**config.mk**
```make
export PLATFORM = sky130hd
export DESIGN_NAME = anti_replay_window_check_top
export DESIGN_NICKNAME = d
export VERILOG_FILES = /design/src/design/arwc_pkg.sv /design/src/design/arwc_state.sv /design/src/design/arwc_judge.sv /design/src/design/anti_replay_window_check_top.sv
export SDC_FILE = /design/constraint.sdc
export NUM_CORES = 1
export LEC_CHECK = 0
export ABC_AREA = 1
export BUFFER_PORTS_ARGS = -buffer_cell sky130_fd_sc_hd__buf_2
export CAP_MARGIN = 25
export CORE_ASPECT_RATIO = 1.25
export CORE_UTILIZATION = 50
export CTS_BUF_LIST = sky130_fd_sc_hd__clkbuf_4 sky130_fd_sc_hd__clkbuf_8
export CTS_CLUSTER_DIAMETER = 100
export CTS_CLUSTER_SIZE = 14
export DETAILED_ROUTE_END_ITERATION = 16
export PLACE_DENSITY_LB_ADDON = 0.12
export SLEW_MARGIN = 20
export SYNTH_ARGS = -nofsm -noshare
export SYNTH_HDL_FRONTEND = slang
export SYNTH_HIERARCHICAL = 1
export SYNTH_SLANG_ARGS = --single-unit
```
**constraint.sdc**
```tcl
create_clock -name aclk -period 11.95 [get_ports aclk]
set_input_delay 0.5975 -clock aclk [delete_from_list [all_inputs] [get_ports aclk]]
set_output_delay 0.5975 -clock aclk [all_outputs]
set_load 0.02 [all_outputs]
```
**src/design/arwc_pkg.sv**
```systemverilog
// ----------------------------------------------------------------------------
// arwc_pkg: shared types and constants for the anti-replay window check
// Holds the window geometry, register indexes, verdict codes and the item,
// result, window state and configuration structures.
// ----------------------------------------------------------------------------
package arwc_pkg;

    localparam int WIN_SIZE = 64;
    localparam int WIN_IDX_W = $clog2(WIN_SIZE);
    localparam logic [31:0] WIN_SIZE_32 = 32'(WIN_SIZE);
    localparam logic [WIN_SIZE-1:0] WIN_ONE = {{(WIN_SIZE-1){1'b0}}, 1'b1};

    localparam int IN_TDATA_W = 128;
    localparam int OUT_TDATA_W = 8;
    localparam int CFG_INDEX_W = 1;
    localparam int CFG_DATA_W = 32;

    localparam logic [CFG_INDEX_W-1:0] REG_UNDERFLOW_LIMIT = 1'd0;
    localparam logic [CFG_INDEX_W-1:0] REG_REGEN_INTERVAL = 1'd1;

    localparam logic [3:0] UNDERFLOW_LIMIT_RESET = 4'd8;
    localparam logic [31:0] REGEN_INTERVAL_RESET = 32'd3000;

    typedef enum logic [2:0] {
        VERDICT_NEW_TOP   = 3'd0,
        VERDICT_IN_WINDOW = 3'd1,
        VERDICT_BAD       = 3'd2,
        VERDICT_DUPLICATE = 3'd3,
        VERDICT_TOO_OLD   = 3'd4
    } verdict_t;

    typedef struct packed {
        logic [31:0] current_nonce;
        logic [31:0] packet_nonce;
        logic [31:0] packet_counter;
        logic [31:0] time_ms;
    } item_t;

    typedef struct packed {
        logic     accepted;
        verdict_t verdict;
        logic     regen_request;
    } result_t;

    typedef struct packed {
        logic [31:0]         window_nonce;
        logic [31:0]         window_top;
        logic [WIN_SIZE-1:0] seen_bitmap;
        logic [3:0]          underflow_count;
        logic [31:0]         last_regen_time;
    } win_state_t;

    typedef struct packed {
        logic [3:0]  underflow_limit;
        logic [31:0] regen_interval_ms;
    } cfg_t;

endpackage

```
**src/design/arwc_state.sv**
```systemverilog
// ----------------------------------------------------------------------------
// arwc_state: configuration and window state registers
// Holds the two configuration registers and the sliding window state, and
// loads the next window state when an item is judged.
// ----------------------------------------------------------------------------
module arwc_state (
    input  logic                               aclk,
    input  logic                               aresetn,
    input  logic                               cfg_wr_en,
    input  logic [arwc_pkg::CFG_INDEX_W-1:0]   cfg_index,
    input  logic [arwc_pkg::CFG_DATA_W-1:0]    cfg_wdata,
    input  logic                               upd_en,
    input  arwc_pkg::win_state_t               state_next,
    output arwc_pkg::win_state_t               state_q,
    output arwc_pkg::cfg_t                     cfg_q
);
    import arwc_pkg::*;

    win_state_t state_reg;
    cfg_t       cfg_reg;

    always_ff @(posedge aclk) begin
        if (!aresetn) begin
            state_reg <= '0;
        end else if (upd_en) begin
            state_reg <= state_next;
        end
    end

    always_ff @(posedge aclk) begin
        if (!aresetn) begin
            cfg_reg.underflow_limit   <= UNDERFLOW_LIMIT_RESET;
            cfg_reg.regen_interval_ms <= REGEN_INTERVAL_RESET;
        end else if (cfg_wr_en) begin
            unique case (cfg_index)
                REG_UNDERFLOW_LIMIT: cfg_reg.underflow_limit <= cfg_wdata[3:0];
                REG_REGEN_INTERVAL: cfg_reg.regen_interval_ms <= cfg_wdata[31:0];
                default: ;
            endcase
        end
    end

    assign state_q = state_reg;
    assign cfg_q   = cfg_reg;

endmodule

```
**src/design/arwc_judge.sv**
```systemverilog
// ----------------------------------------------------------------------------
// arwc_judge: combinational packet judgment against the window
// Rebinds the window on a nonce change, classifies the packet counter and
// forms the result together with the next window state.
// ----------------------------------------------------------------------------
module arwc_judge (
    input  arwc_pkg::item_t      item,
    input  arwc_pkg::win_state_t state_q,
    input  arwc_pkg::cfg_t       cfg_q,
    output arwc_pkg::win_state_t state_next,
    output arwc_pkg::result_t    result
);
    import arwc_pkg::*;

    logic                 nonce_chg;
    logic [31:0]          top_e;
    logic [WIN_SIZE-1:0]  bitmap_e;
    logic [3:0]           count_e;
    logic [3:0]           count_inc;
    logic [31:0]          shift_amt;
    logic [31:0]          distance;
    logic [31:0]          elapsed;
    logic [WIN_SIZE-1:0]  dist_bit;

    always_comb begin
        nonce_chg = item.current_nonce != state_q.window_nonce;
        top_e     = nonce_chg ? 32'd0 : state_q.window_top;
        bitmap_e  = nonce_chg ? '0 : state_q.seen_bitmap;
        count_e   = nonce_chg ? 4'd0 : state_q.underflow_count;
        count_inc = count_e + 4'd1;
        shift_amt = item.packet_counter - top_e;
        distance  = top_e - item.packet_counter;
        elapsed   = item.time_ms - state_q.last_regen_time;
        dist_bit  = WIN_ONE << distance[WIN_IDX_W-1:0];

        state_next.window_nonce    = item.current_nonce;
        state_next.window_top      = top_e;
        state_next.seen_bitmap     = bitmap_e;
        state_next.underflow_count = count_e;
        state_next.last_regen_time = state_q.last_regen_time;

        result.accepted      = 1'b0;
        result.verdict       = VERDICT_BAD;
        result.regen_request = 1'b0;

        priority if (item.packet_nonce != item.current_nonce
                     || item.packet_counter == 32'd0) begin
            result.verdict = VERDICT_BAD;
        end else if (item.packet_counter > top_e) begin
            if (shift_amt >= WIN_SIZE_32) begin
                state_next.seen_bitmap = WIN_ONE;
            end else begin
                state_next.seen_bitmap = (bitmap_e << shift_amt[WIN_IDX_W-1:0]) | WIN_ONE;
            end
            state_next.window_top      = item.packet_counter;
            state_next.underflow_count = 4'd0;
            result.accepted            = 1'b1;
            result.verdict             = VERDICT_NEW_TOP;
        end else if (distance < WIN_SIZE_32) begin
            if ((bitmap_e & dist_bit) != '0) begin
                result.verdict = VERDICT_DUPLICATE;
            end else begin
                state_next.seen_bitmap = bitmap_e | dist_bit;
                result.accepted        = 1'b1;
                result.verdict         = VERDICT_IN_WINDOW;
            end
        end else begin
            result.verdict             = VERDICT_TOO_OLD;
            state_next.underflow_count = count_inc;
            if (count_inc >= cfg_q.underflow_limit) begin
                state_next.underflow_count = 4'd0;
                if (elapsed > cfg_q.regen_interval_ms) begin
                    state_next.last_regen_time = item.time_ms;
                    result.regen_request       = 1'b1;
                end
            end
        end
    end

endmodule

```
**src/design/anti_replay_window_check_top.sv**
```systemverilog
// ----------------------------------------------------------------------------
// anti_replay_window_check_top: 64-entry sliding anti-replay window check
// Registers each packet item, judges it combinationally against the window
// state and presents the verdict from an output register.
//
//   Channel   Direction   Contents
//   s_        in          current_nonce, packet_nonce, packet_counter, time_ms
//   m_        out         accepted, verdict, regen_request
//   cfg_      in          underflow_limit (0), regen_interval_ms (1)
//
// An item is judged from the input register and its result is presented from
// the output register; the rate is one item per cycle while m_tready is high.
// The window state is updated in the judging cycle, so consecutive items see
// each other's effect. Reset clears the window and loads the register
// defaults. A stall on the result side holds the input register and lowers
// s_tready only while both stages are full.
// ----------------------------------------------------------------------------
module anti_replay_window_check_top (
    input  logic                                 aclk,
    input  logic                                 aresetn,
    input  logic                                 s_tvalid,
    output logic                                 s_tready,
    // current_nonce, packet_nonce, packet_counter, time_ms
    input  logic [arwc_pkg::IN_TDATA_W-1:0]      s_tdata,
    output logic                                 m_tvalid,
    input  logic                                 m_tready,
    // accepted, verdict, regen_request, zero fill
    output logic [arwc_pkg::OUT_TDATA_W-1:0]     m_tdata,
    input  logic                                 cfg_wr_en,
    input  logic [arwc_pkg::CFG_INDEX_W-1:0]     cfg_index,
    input  logic [arwc_pkg::CFG_DATA_W-1:0]      cfg_wdata
);
    import arwc_pkg::*;

    logic       in_valid_reg;
    item_t      item_reg;
    logic       out_valid_reg;
    result_t    res_reg;
    logic       fire;
    win_state_t state_q;
    win_state_t state_next;
    cfg_t       cfg_q;
    result_t    result;

    assign fire     = in_valid_reg && (!out_valid_reg || m_tready);
    assign s_tready = !in_valid_reg || fire;

    always_ff @(posedge aclk) begin
        if (!aresetn) begin
            in_valid_reg  <= 1'b0;
            out_valid_reg <= 1'b0;
        end else begin
            if (s_tvalid && s_tready) begin
                in_valid_reg <= 1'b1;
            end else if (fire) begin
                in_valid_reg <= 1'b0;
            end
            if (fire) begin
                out_valid_reg <= 1'b1;
            end else if (m_tready) begin
                out_valid_reg <= 1'b0;
            end
        end
    end

    always_ff @(posedge aclk) begin
        if (s_tvalid && s_tready) begin
            item_reg.current_nonce  <= s_tdata[31:0];
            item_reg.packet_nonce   <= s_tdata[63:32];
            item_reg.packet_counter <= s_tdata[95:64];
            item_reg.time_ms        <= s_tdata[127:96];
        end
        if (fire) begin
            res_reg <= result;
        end
    end

    arwc_state u_state (
        .aclk       (aclk),
        .aresetn    (aresetn),
        .cfg_wr_en  (cfg_wr_en),
        .cfg_index  (cfg_index),
        .cfg_wdata  (cfg_wdata),
        .upd_en     (fire),
        .state_next (state_next),
        .state_q    (state_q),
        .cfg_q      (cfg_q)
    );

    arwc_judge u_judge (
        .item       (item_reg),
        .state_q    (state_q),
        .cfg_q      (cfg_q),
        .state_next (state_next),
        .result     (result)
    );

    assign m_tvalid = out_valid_reg;
    assign m_tdata  = {3'b000, res_reg.regen_request, res_reg.verdict, res_reg.accepted};

    assert property (@(posedge aclk) !aresetn |=> !m_tvalid && !in_valid_reg)
        else $error("pipeline valid flags not cleared by reset");

    assert property (@(posedge aclk) disable iff (!aresetn)
        fire && result.verdict == VERDICT_NEW_TOP
        |=> state_q.window_top == $past(item_reg.packet_counter) && state_q.seen_bitmap[0])
        else $error("window did not advance to the new top counter");

    assert property (@(posedge aclk) disable iff (!aresetn)
        m_tvalid |-> m_tdata[0] == (m_tdata[3:1] == VERDICT_NEW_TOP
                                    || m_tdata[3:1] == VERDICT_IN_WINDOW))
        else $error("accepted flag disagrees with verdict");

    assert property (@(posedge aclk) disable iff (!aresetn)
        m_tvalid && m_tdata[4] |-> m_tdata[3:1] == VERDICT_TOO_OLD)
        else $error("regen request raised on a packet that is not too old");

    assert property (@(posedge aclk) disable iff (!aresetn)
        in_valid_reg && !fire |=> in_valid_reg && $stable(item_reg))
        else $error("held item lost while the result side stalled");

endmodule
```
After elaboration in Yosys (flattened, before gate mapping)
Cells that the tools add are included.

Add/sub/neg operators: 4. $lt $le $gt $ge: 5. Equal/unequal tests: 2. Shift-type cells: 2. Mux-type cells: 23. Bitwise gates (word level): 7. Reduce and logical (&&, ||, !) cells: 17.

Operators with widths (count): 64-bit 2-to-1 mux (4); 132-bit 2-to-1 mux (1); 32-bit 2-to-1 mux (4); 32-bit subtractor (3); 36-bit 2-to-1 mux (2); 68-bit 2-to-1 mux (1); 64-bit bitwise AND (1); 32-bit > comparator (2); 32-bit inequality test (2); 64-bit bitwise OR (1); 64-bit nonzero test (1); 1-bit by 6-bit << shifter with 64-bit output (first input constant) (1); 64-bit by 6-bit << shifter with 64-bit output (1); 32-bit by 7-bit greater-or-equal comparator with 1-bit output (second input constant) (1); 32-bit zero test (1); 32-bit by 7-bit less-than comparator with 1-bit output (second input constant) (1); 4-bit 2-to-1 mux (2); 1-bit 2-to-1 mux (7); 6-bit AND reduction (1); 1-bit inverter (5); 4-bit by 1-bit adder with 4-bit output (second input constant) (1); 4-bit greater-or-equal comparator (1); 2-bit AND reduction (2); 2-bit nonzero test (2); other kinds (8) (12).

Register bits after elaboration: 335. Input bits: 166. Output and inout port bits: 10. Word-level logic and storage cells: 78.

Logic depth before layout (Yosys ltp)
Gate-level depths: netlist (run 1).

Depth after elaboration: 10. Gate-level depth with buffers: 41. Gate-level depth less buffers: 37.

By module
Netlist (run 1), hierarchy kept.

By module, submodules not included: arwc_judge (times used 1, cells an instance 3800, area an instance 17893.4 µm²); arwc_state (times used 1, cells an instance 876, area an instance 6990.5 µm²); anti_replay_window_check_top (times used 1, cells an instance 150, area an instance 4115.2 µm²).

Worst setup path after synthesis (run 1)
OpenSTA, ideal clock, no wires.

Kind: register to register. From: register item_reg[107] (netlist name). To: register u_state.state_reg (netlist bit u_state/state_q[56]). Setup time: 0.064 ns. Arrival: 4.391 ns. Required time: 11.886 ns. Setup slack: 7.495 ns. Cell stages (with the launch flop): 31. Path buffers: 3. Clock period less this slack: 4.455 ns. Cell sequence: edfxtp_1 > xnor2_1 > nand2_1 > nor2_1 > nand2_1 > nor2_2 > nand2_1 > clkbuf_1 > buf_1 > nor2_1 > ha_1 > inv_1 > fa_1 > inv_1 > o21ai_1 > a21oi_1 > o21bai_1 > nand2_1 > nand2_1 > nand2_1 > nand2_1 > nor2_1 > nand2_1 > nor2_1 > nand4_2 > nor2_4 > buf_2 > o211ai_1 > nand2_1 > nor2_1 > nor2_1.

RTL lines: start: declaration (line anti_replay_window_check_top.sv:36) `item_t item_reg;`; end signal: assignment (line arwc_state.sv:26) `state_reg <= state_next;`; end: declaration (line arwc_state.sv:19) `win_state_t state_reg;`.

==> results.tsv, run 1 <==
stage	metric	value	unit
routing	DR WL/cell	18.9	um
routing	Vias/cell	5.59	
routing	Iter 0 DRT Violations	3191	
setup_path	Critical Path AT	8.02	ns
sta	fin crit share	62.0	%
die	full die area	0.0590	mm2
synth	EDFF count, synth	133	
setup_path	CP startpoint kind	register	
final_layout	post-route cell area	0.0302	mm2
final_layout	Net count, final	5076	
grt	number of global-route vias before repair	28600	
placement	dpl ws	4.66	ns
synth	mux contribution to synthesized area	0	%
synth	#FFs+latches synth	335	
grt	GRT Util Overall	34.8	%
synth	Synth Area in Compound Gates	11.2	%
sta	Clock Skew	0.0450	ns
min_path	Worst Hold Depth	1	
sta	final setup margin	4.54	ns
synth	post-synthesis adder-cell area fraction	5.95	%
routing	Antenna Nets Post-Route	0	
setup_path	CP Depth	26	
setup_path	delay of the slowest cell on the worst path	0.72	ns
synth	synth warn	6	
sta	Fin Setup TNS	0	ns
routing	final WL	105	mm
min_path	worst hold path class	in -> reg	
die	Core Box Area	0.0573	mm2
synth	Post-synth top flop	dfxtp_1	
placement	GP Congestion	1.05	
placement	Post-DP Area	0.0296	mm2
setup_path	r2r worst-path depth	26	
setup_path	Data required, critical path	12.56	ns
routing	DRC errors left	0	
sta	hold slack	0.0750	ns
synth	largest family of logic cells by synthesized area	simple AND/OR/NAND/NOR gates	
grt	initial antenna violation count	2	
setup_path	CP Buf/Inv Count	3	
sta	setup violators final	0	
die	# IOs	176	
final_layout	layout cells sized above 1	6.42	%
clock_tree	H-tree depth	1	
sta	RSZ-0062 raised after global routing	false	
sta	Fmax	0.135	GHz
sta	Slew headroom	26.6	%
pwr	leakage power	15.1	nW
setup_path	slowest CP cell	nand2_2	
sta	Slew @ Worst Pin	1.10	ns
clock_tree	Worst-path clk slew	0.11	ns
grt	largest net degree at the start of global routing	171	
setup_path	nature of the critical path endpoint	register	
clock_tree	clock sink count	335	
sta	Fin. Hold Viols	0	
final_layout	Area Growth Syn to Fin	4.11	%
die	Starting Density	50.6	%
synth	syn avg cell area	6.01	um2
synth	Post-Synth Simple-Gate Area	41.4	%
pwr	VDD IR max	99.3	uV
clock_tree	buffer levels on the longest clock path	3	
clock_tree	CTS tree	built	
routing	DR vias	31000	
setup_path	critical-path maximum fanout	81	
synth	sequential element share of the synthesized area	27.7	%
sta	Final Max Tran Viols	0	
clock_tree	buffer count from post-CTS setup fixing	0	
clock_tree	CTS root buffer	clkbuf_8	
job	max_cap viols	0	
placement	Detail Placement HPWL	77.3	mm
setup_path	CP top delay family	simple AND/OR/NAND/NOR gates	
clock_tree	CTS resizes	0	
final_layout	fillers	6198	
setup_path	most used cell, CP	nand2_1	
synth	Post-Synth XOR/XNOR Area	3.32	%
synth	Cells after Synth	4826	
clock_tree	worst skew pair latency	0.69	ns
clock_tree	CTS Hold Bufs	0	
grt	first-pass GRT wire length	161	mm
synth	async set or reset register ratio after synthesis	0	%
final_layout	register area	0.00804	mm2
grt	GRT Residual Overflow	0	
synth	Post-Syn Area	0.0290	mm2
run_status	status	complete, no violations	
final_layout	area of the multi-input gates	0.0180	mm2
die	Row Count	98	
die	die height	271	um
placement	IO buf count	172	
clock_tree	total CTS buffers	28	
die	Chip Width	217	um
synth	Cell variety after synth	58	
sta	crit path time final	7.41	ns
routing	1st-pass router iterations	7	
setup_path	kind of critical path	reg -> reg	
final_layout	max reg flops	164	
pwr	Pwr Density	93.7	mW/mm2
## per-layer routing
layer,part of all wire [%],global-route usage (%),vias up
li1,-,-,15300
met1,41,44.0,14100
met2,46,57.4,1344
met3,7.3,3.94,290
met4,6.3,19.5,0
met5,0,0,-
## worst reg2reg max path, stage by stage (launching register included)
cell       delay [ns]
edfxtp_1         0.47
xnor2_1          0.23
nand2_1          0.09
nor2_1           0.14
nand2_1          0.10
nor2_4           0.10
buf_4            0.52
nand2_2          0.74
nor2_1           0.39
ha_1             0.41
nand2_1          0.19
nor2_1           0.28
a21oi_1          0.22
o21ai_1          0.36
nand2_1          0.09
o2111ai_1        0.11
nand2_1          0.59
nor2_4           0.31
buf_4            0.64
nand4_1          0.61
inv_2            0.30
nand2_1          0.08
nand2_1          0.08
nand2_1          0.07
nand2_1          0.07
nor2_1           0.04
nor2_1           0.13
## power by group
group | total, mW | switching, mW | internal [mW]
combinational | 0.813 | 0.561 | 0.252
sequential | 1.32 | 0.0562 | 1.26
clock | 0.697 | 0.418 | 0.279
total | 2.83 | 1.04 | 1.79
## final timing paths
kind,startpoint,endpoint,slack [ns]
worst max-delay path,item_reg[120],u_state/state_q[76],4.54
worst min register to register,u_state/cfg_q[9],u_state/cfg_q[9],0.48
worst max register to register,item_reg[120],u_state/state_q[76],4.54
worst min-delay path,s_tdata[122],item_reg[26],0.08
## cell usage after synthesis (28+ instances only)
master,count,share of area [%]
nand2_1,1739,23
nor2_1,665,8.6
inv_1,384,5.0
nand3_1,378,6.5
o21ai_0,345,6.0
dfxtp_1,202,14
a21oi_1,148,2.6
edfxtp_1,133,14
ha_1,133,5.7
clkbuf_1,118,1.5
nand4_1,91,2.0
xor2_1,75,2.3
buf_4,49,1.3
buf_2,37,0.64
o21ai_1,35,0.60
xnor2_1,35,1.1
buf_1,33,0.43
buf_6,28,1.1
## through the flow
step,total power [mW],util [%],instances
finish,2.83,52.7,5545
global route,2.98,52.7,5545
CTS,2.83,52.7,5543
detailed placement,2.14,51.7,5493
global placement,2.13,51.7,5493
floorplan,1.90,-,4828
## final cells by class
cell class / instances / share of cell area, %
Multi-Input combinational cell: 3808 / 59.7
Sequential cell: 335 / 26.6
Clock buffer: 46 / 1.72
Antenna cell: 1 / 0.00829
Timing Repair Buffer: 198 / 3.63
Clock inverter: 4 / 0.124
Tap cell: 750 / 3.11
Inverter: 403 / 5.04
## cells by family (layout without fill, tap and decap cells)
logic type | count (synthesis) | after routing
other | 1 | 4
adder cells (fa/ha/maj) | 136 | 136
buffers and inverters | 685 | 651
XOR/XNOR | 110 | 110
flip-flops | 335 | 335
AND/OR/NAND/NOR | 2951 | 2951
AO/OA/AOI/OAI | 608 | 608
## cell usage in the layout (no fill, tap or decap), types with 7 or more instances in the layout
cell type	count
xor2_1	72
nand2_1	1738
o21ai_1	35
a21oi_1	147
nand4_1	91
xnor2_1	34
nor4_1	9
clkbuf_4	18
buf_4	24
inv_1	381
nor3_1	26
o21ai_0	345
ha_1	132
nor2_4	7
dfxtp_1	202
nand3_1	378
nor2_1	664
o211ai_1	18
clkbuf_8	28
edfxtp_1	133
nand3b_1	7
a21boi_0	11
nand2_2	8
buf_2	171
inv_2	17
a31oi_1	11
Power figures use the tool's default switching activity.
==> run 2, diff against run 1 <==
--- a/config.mk
+++ b/config.mk
@@ -5,7 +5,7 @@
 export SDC_FILE = /design/constraint.sdc
 export NUM_CORES = 1
 export LEC_CHECK = 0
-export ABC_AREA = 1
+export ABC_AREA = 0
 export BUFFER_PORTS_ARGS = -buffer_cell sky130_fd_sc_hd__buf_2
 export CAP_MARGIN = 25
 export CORE_ASPECT_RATIO = 1.25
==> constraint.sdc (replaced) <==
create_clock -name aclk -period 6.5 [get_ports aclk]
set_input_delay 0.325 -clock aclk [delete_from_list [all_inputs] [get_ports aclk]]
set_output_delay 0.325 -clock aclk [all_outputs]
set_load 0.02 [all_outputs]
==> run 2 against run 1 <==
Effect of this change: clock skew is 0.0071 ns lower; non-clock buffer count is 249 higher; cell area is 1.1% higher; count of clock-buffer cells in the layout is 1 lower; via count is 19% lower; clock power is 89% higher; sequential cell count stayed put; die area is 7.7% lower; highest routed layer unchanged; core utilization is 5.2 points higher; hold slack better by 0.12 ns.
==> results.tsv, run 2 <==
stage	metric	value	unit
sta	Clock Skew	0.0379	ns
sta	Final Max Tran Viols	0	
placement	dpl cells	3857	
die	Chip Width	209	um
synth	Yosys top cell area share	15.1	%
placement	Detail Placement HPWL	68.9	mm
die	# IOs	176	
clock_tree	buffer levels on the longest clock path	3	
routing	Antenna Nets Post-Route	0	
grt	GRT Residual Overflow	0	
routing	Iter 0 DRT Violations	2256	
routing	DR vias	25100	
clock_tree	worst skew pair latency	0.69	ns
setup_path	slowest CP cell	or4_1	
placement	GP Congestion	1.00	
sta	Fin. Hold Viols	0	
routing	1st-pass router iterations	6	
sta	crit path time final	6.21	ns
die	Core Box Area	0.0527	mm2
clock_tree	CTS tree	built	
synth	post-synthesis adder-cell area fraction	6.45	%
run_status	status	complete, no violations	
clock_tree	buffer count from post-CTS setup fixing	0	
final_layout	register area	0.00804	mm2
synth	most numerous cell in the Yosys netlist	nand2_1	
synth	mux contribution to synthesized area	14.8	%
final_layout	area of the multi-input gates	0.0169	mm2
synth	EDFF count, synth	133	
setup_path	kind of critical path	reg -> reg	
grt	number of global-route vias before repair	24200	
synth	syn avg cell area	8.50	um2
sta	RSZ-0062 raised after global routing	false	
setup_path	reg2reg setup slack	0.29	ns
job	max_cap viols	0	
final_layout	Net count, final	3681	
die	Row Count	94	
routing	DRC errors left	0	
synth	most frequent cells after synthesis	nand2_1, mux2i_1, dfxtp_1	
grt	initial antenna violation count	2	
setup_path	CP startpoint kind	register	
sta	Fin Setup TNS	0	ns
synth	Cell variety after synth	97	
synth	ranking of synthesized cells by area	dfxtp_1, edfxtp_1, mux2i_1, ha_1, nand2_1	
final_layout	commonest non-fill, non-tap cells in the layout	nand2_1, mux2i_1, dfxtp_1	
clock_tree	clock sink count	335	
setup_path	Setup crit start	item_reg[111]	
final_layout	max reg flops	164	
grt	first-pass GRT wire length	144	mm
min_path	Hold Startpoint	aresetn	
pwr	Pwr Density	154	mW/mm2
min_path	worst hold path class	in -> reg	
clock_tree	total CTS buffers	28	
sta	Slew headroom	21.6	%
routing	Vias/cell	6.16	
synth	Post-Synth Simple-Gate Area	19.5	%
routing	final WL	95.1	mm
synth	Synth Area in Compound Gates	17.7	%
clock_tree	CTS root buffer	clkbuf_8	
die	full die area	0.0544	mm2
setup_path	nature of the critical path endpoint	register	
synth	synth warn	6	
final_layout	Area Growth Syn to Fin	14.1	%
synth	largest family of logic cells by synthesized area	simple AND/OR/NAND/NOR gates	
die	die height	261	um
final_layout	layout cells sized above 1	12.9	%
final_layout	fillers	4733	
placement	IO buf count	172	
setup_path	Data required, critical path	7.10	ns
final_layout	post-route cell area	0.0305	mm2
routing	DR WL/cell	23.3	um
sta	fin crit share	95.6	%
setup_path	critical path, cell by cell	xor2_1 -> nor4_1 -> nand4_1 -> nor2_4 -> buf_12 -> buf_4 -> nand2_1 -> inv_1 -> ha_1 -> a21oi_2 -> o21ai_1 -> a311oi_1 -> a211o_1 -> o2111ai_1 -> or4_1 -> nor3_2 -> o2111ai_1 -> nor4b_4 -> buf_4 -> buf_12 -> nand4_1 -> a32oi_1 -> mux2i_1 -> nor2b_1	
placement	Post-DP Area	0.0283	mm2
synth	Cells after Synth	3146	
grt	GRT Util Overall	33.9	%
synth	async set or reset register ratio after synthesis	0	%
final_layout	Cell Count, Final, Fillers Out	4072	
die	Starting Density	50.8	%
setup_path	reg2reg start	item_reg[111]	
synth	Post-synth top flop	dfxtp_1	
final_layout	most common cell after layout, fill and taps aside	nand2_1	
pwr	leakage power	11.8	nW
synth	#FFs+latches synth	335	
clock_tree	H-tree depth	1	
synth	Post-Synth XOR/XNOR Area	4.29	%
sta	Slew @ Worst Pin	1.17	ns
synth	cell taking the most area after synthesis	dfxtp_1	
sta	setup violators final	0	
sta	Fmax	0.161	GHz
grt	largest net degree at the start of global routing	119	
synth	sequential element share of the synthesized area	30.1	%
synth	Post-Syn Area	0.0267	mm2
setup_path	delay of the slowest cell on the worst path	0.58	ns
clock_tree	Worst-path clk slew	0.10	ns
pwr	VDD IR max	237	uV
setup_path	critical-path maximum fanout	32	
setup_path	Critical Path AT	6.82	ns
run 2: per-layer routing:
metal	wire length (um)	GRT usage (%)
met1	40300	44.6
met2	43900	56.3
met3	6630	4.31
met4	4240	14.1
met5	0	0
run 2: what timing repair did:
action	4_1_cts	5_1_grt
resized for setup	0	7
endpoints found under the hold margin	166	0
hold buffers	163	0
endpoints found under the setup margin	0	95
run 2: path summary, 6_finish.rpt:
check,end,cells after the start
max,u_state/state_q[38],24
min,u_state/cfg_q[8],2
min reg2reg,u_state/cfg_q[29],2
max reg2reg,u_state/state_q[38],24
run 2: final cells by class:
| type | instances | area share, % |
|---|---|---|
| Multi-Input combinational cell | 2397 | 55.5 |
| Tap cell | 672 | 2.76 |
| Clock inverter | 4 | 0.168 |
| Timing Repair Buffer | 447 | 11.4 |
| Antenna cell | 2 | 0.0164 |
| Clock buffer | 45 | 1.70 |
| Sequential cell | 335 | 26.3 |
| Inverter | 170 | 2.09 |
run 2: cell families (layout without fill, tap and decap cells):
| logic type | after synthesis | in the layout |
|---|---|---|
| buffers and inverters | 416 | 666 |
| adder cells (fa/ha/maj) | 136 | 136 |
| AO/OA/AOI/OAI | 728 | 728 |
| XOR/XNOR | 130 | 130 |
| flip-flops | 335 | 335 |
| AND/OR/NAND/NOR | 1027 | 1027 |
| other | 1 | 5 |
| multiplexers | 373 | 373 |
run 2: per-stage QoR:
step | power (mW) | hold WS [ns] | worst slack (ns) | utilization, %
5_1_grt | 4.90 | 0.198 | 0.00648 | 57.9
4_1_cts | 4.71 | 0.172 | 0.0358 | 57.8
2_1_floorplan | 3.02 | 0.424 | 0.654 | -
3_3_place_gp | 3.32 | 0.442 | 0.101 | 53.6
3_5_place_dp | 3.33 | 0.453 | 0.0695 | 53.6
6_report | 4.71 | 0.192 | 0.286 | 57.9
run 2: worst max-delay path, delay by kind of cell (launching register included):
| family | cells | cell delay [ns] |
|---|---|---|
| AOI/OAI and AO/OA | 7 | 1.72 |
| xor gates and xnor gates | 1 | 0.19 |
| adders and majority gates | 1 | 0.37 |
| buffers and inverters | 5 | 0.93 |
| DFF | 1 | 0.45 |
| muxes | 1 | 0.10 |
| and+or+nand+nor | 9 | 2.34 |
run 2: report_power, final:
group	leakage [nW]	internal, mW	switching, mW
Clock	0.305	0.546	0.773
Sequential	2.93	2.26	0.0586
Combinational	8.61	0.441	0.628
Total	11.8	3.25	1.46
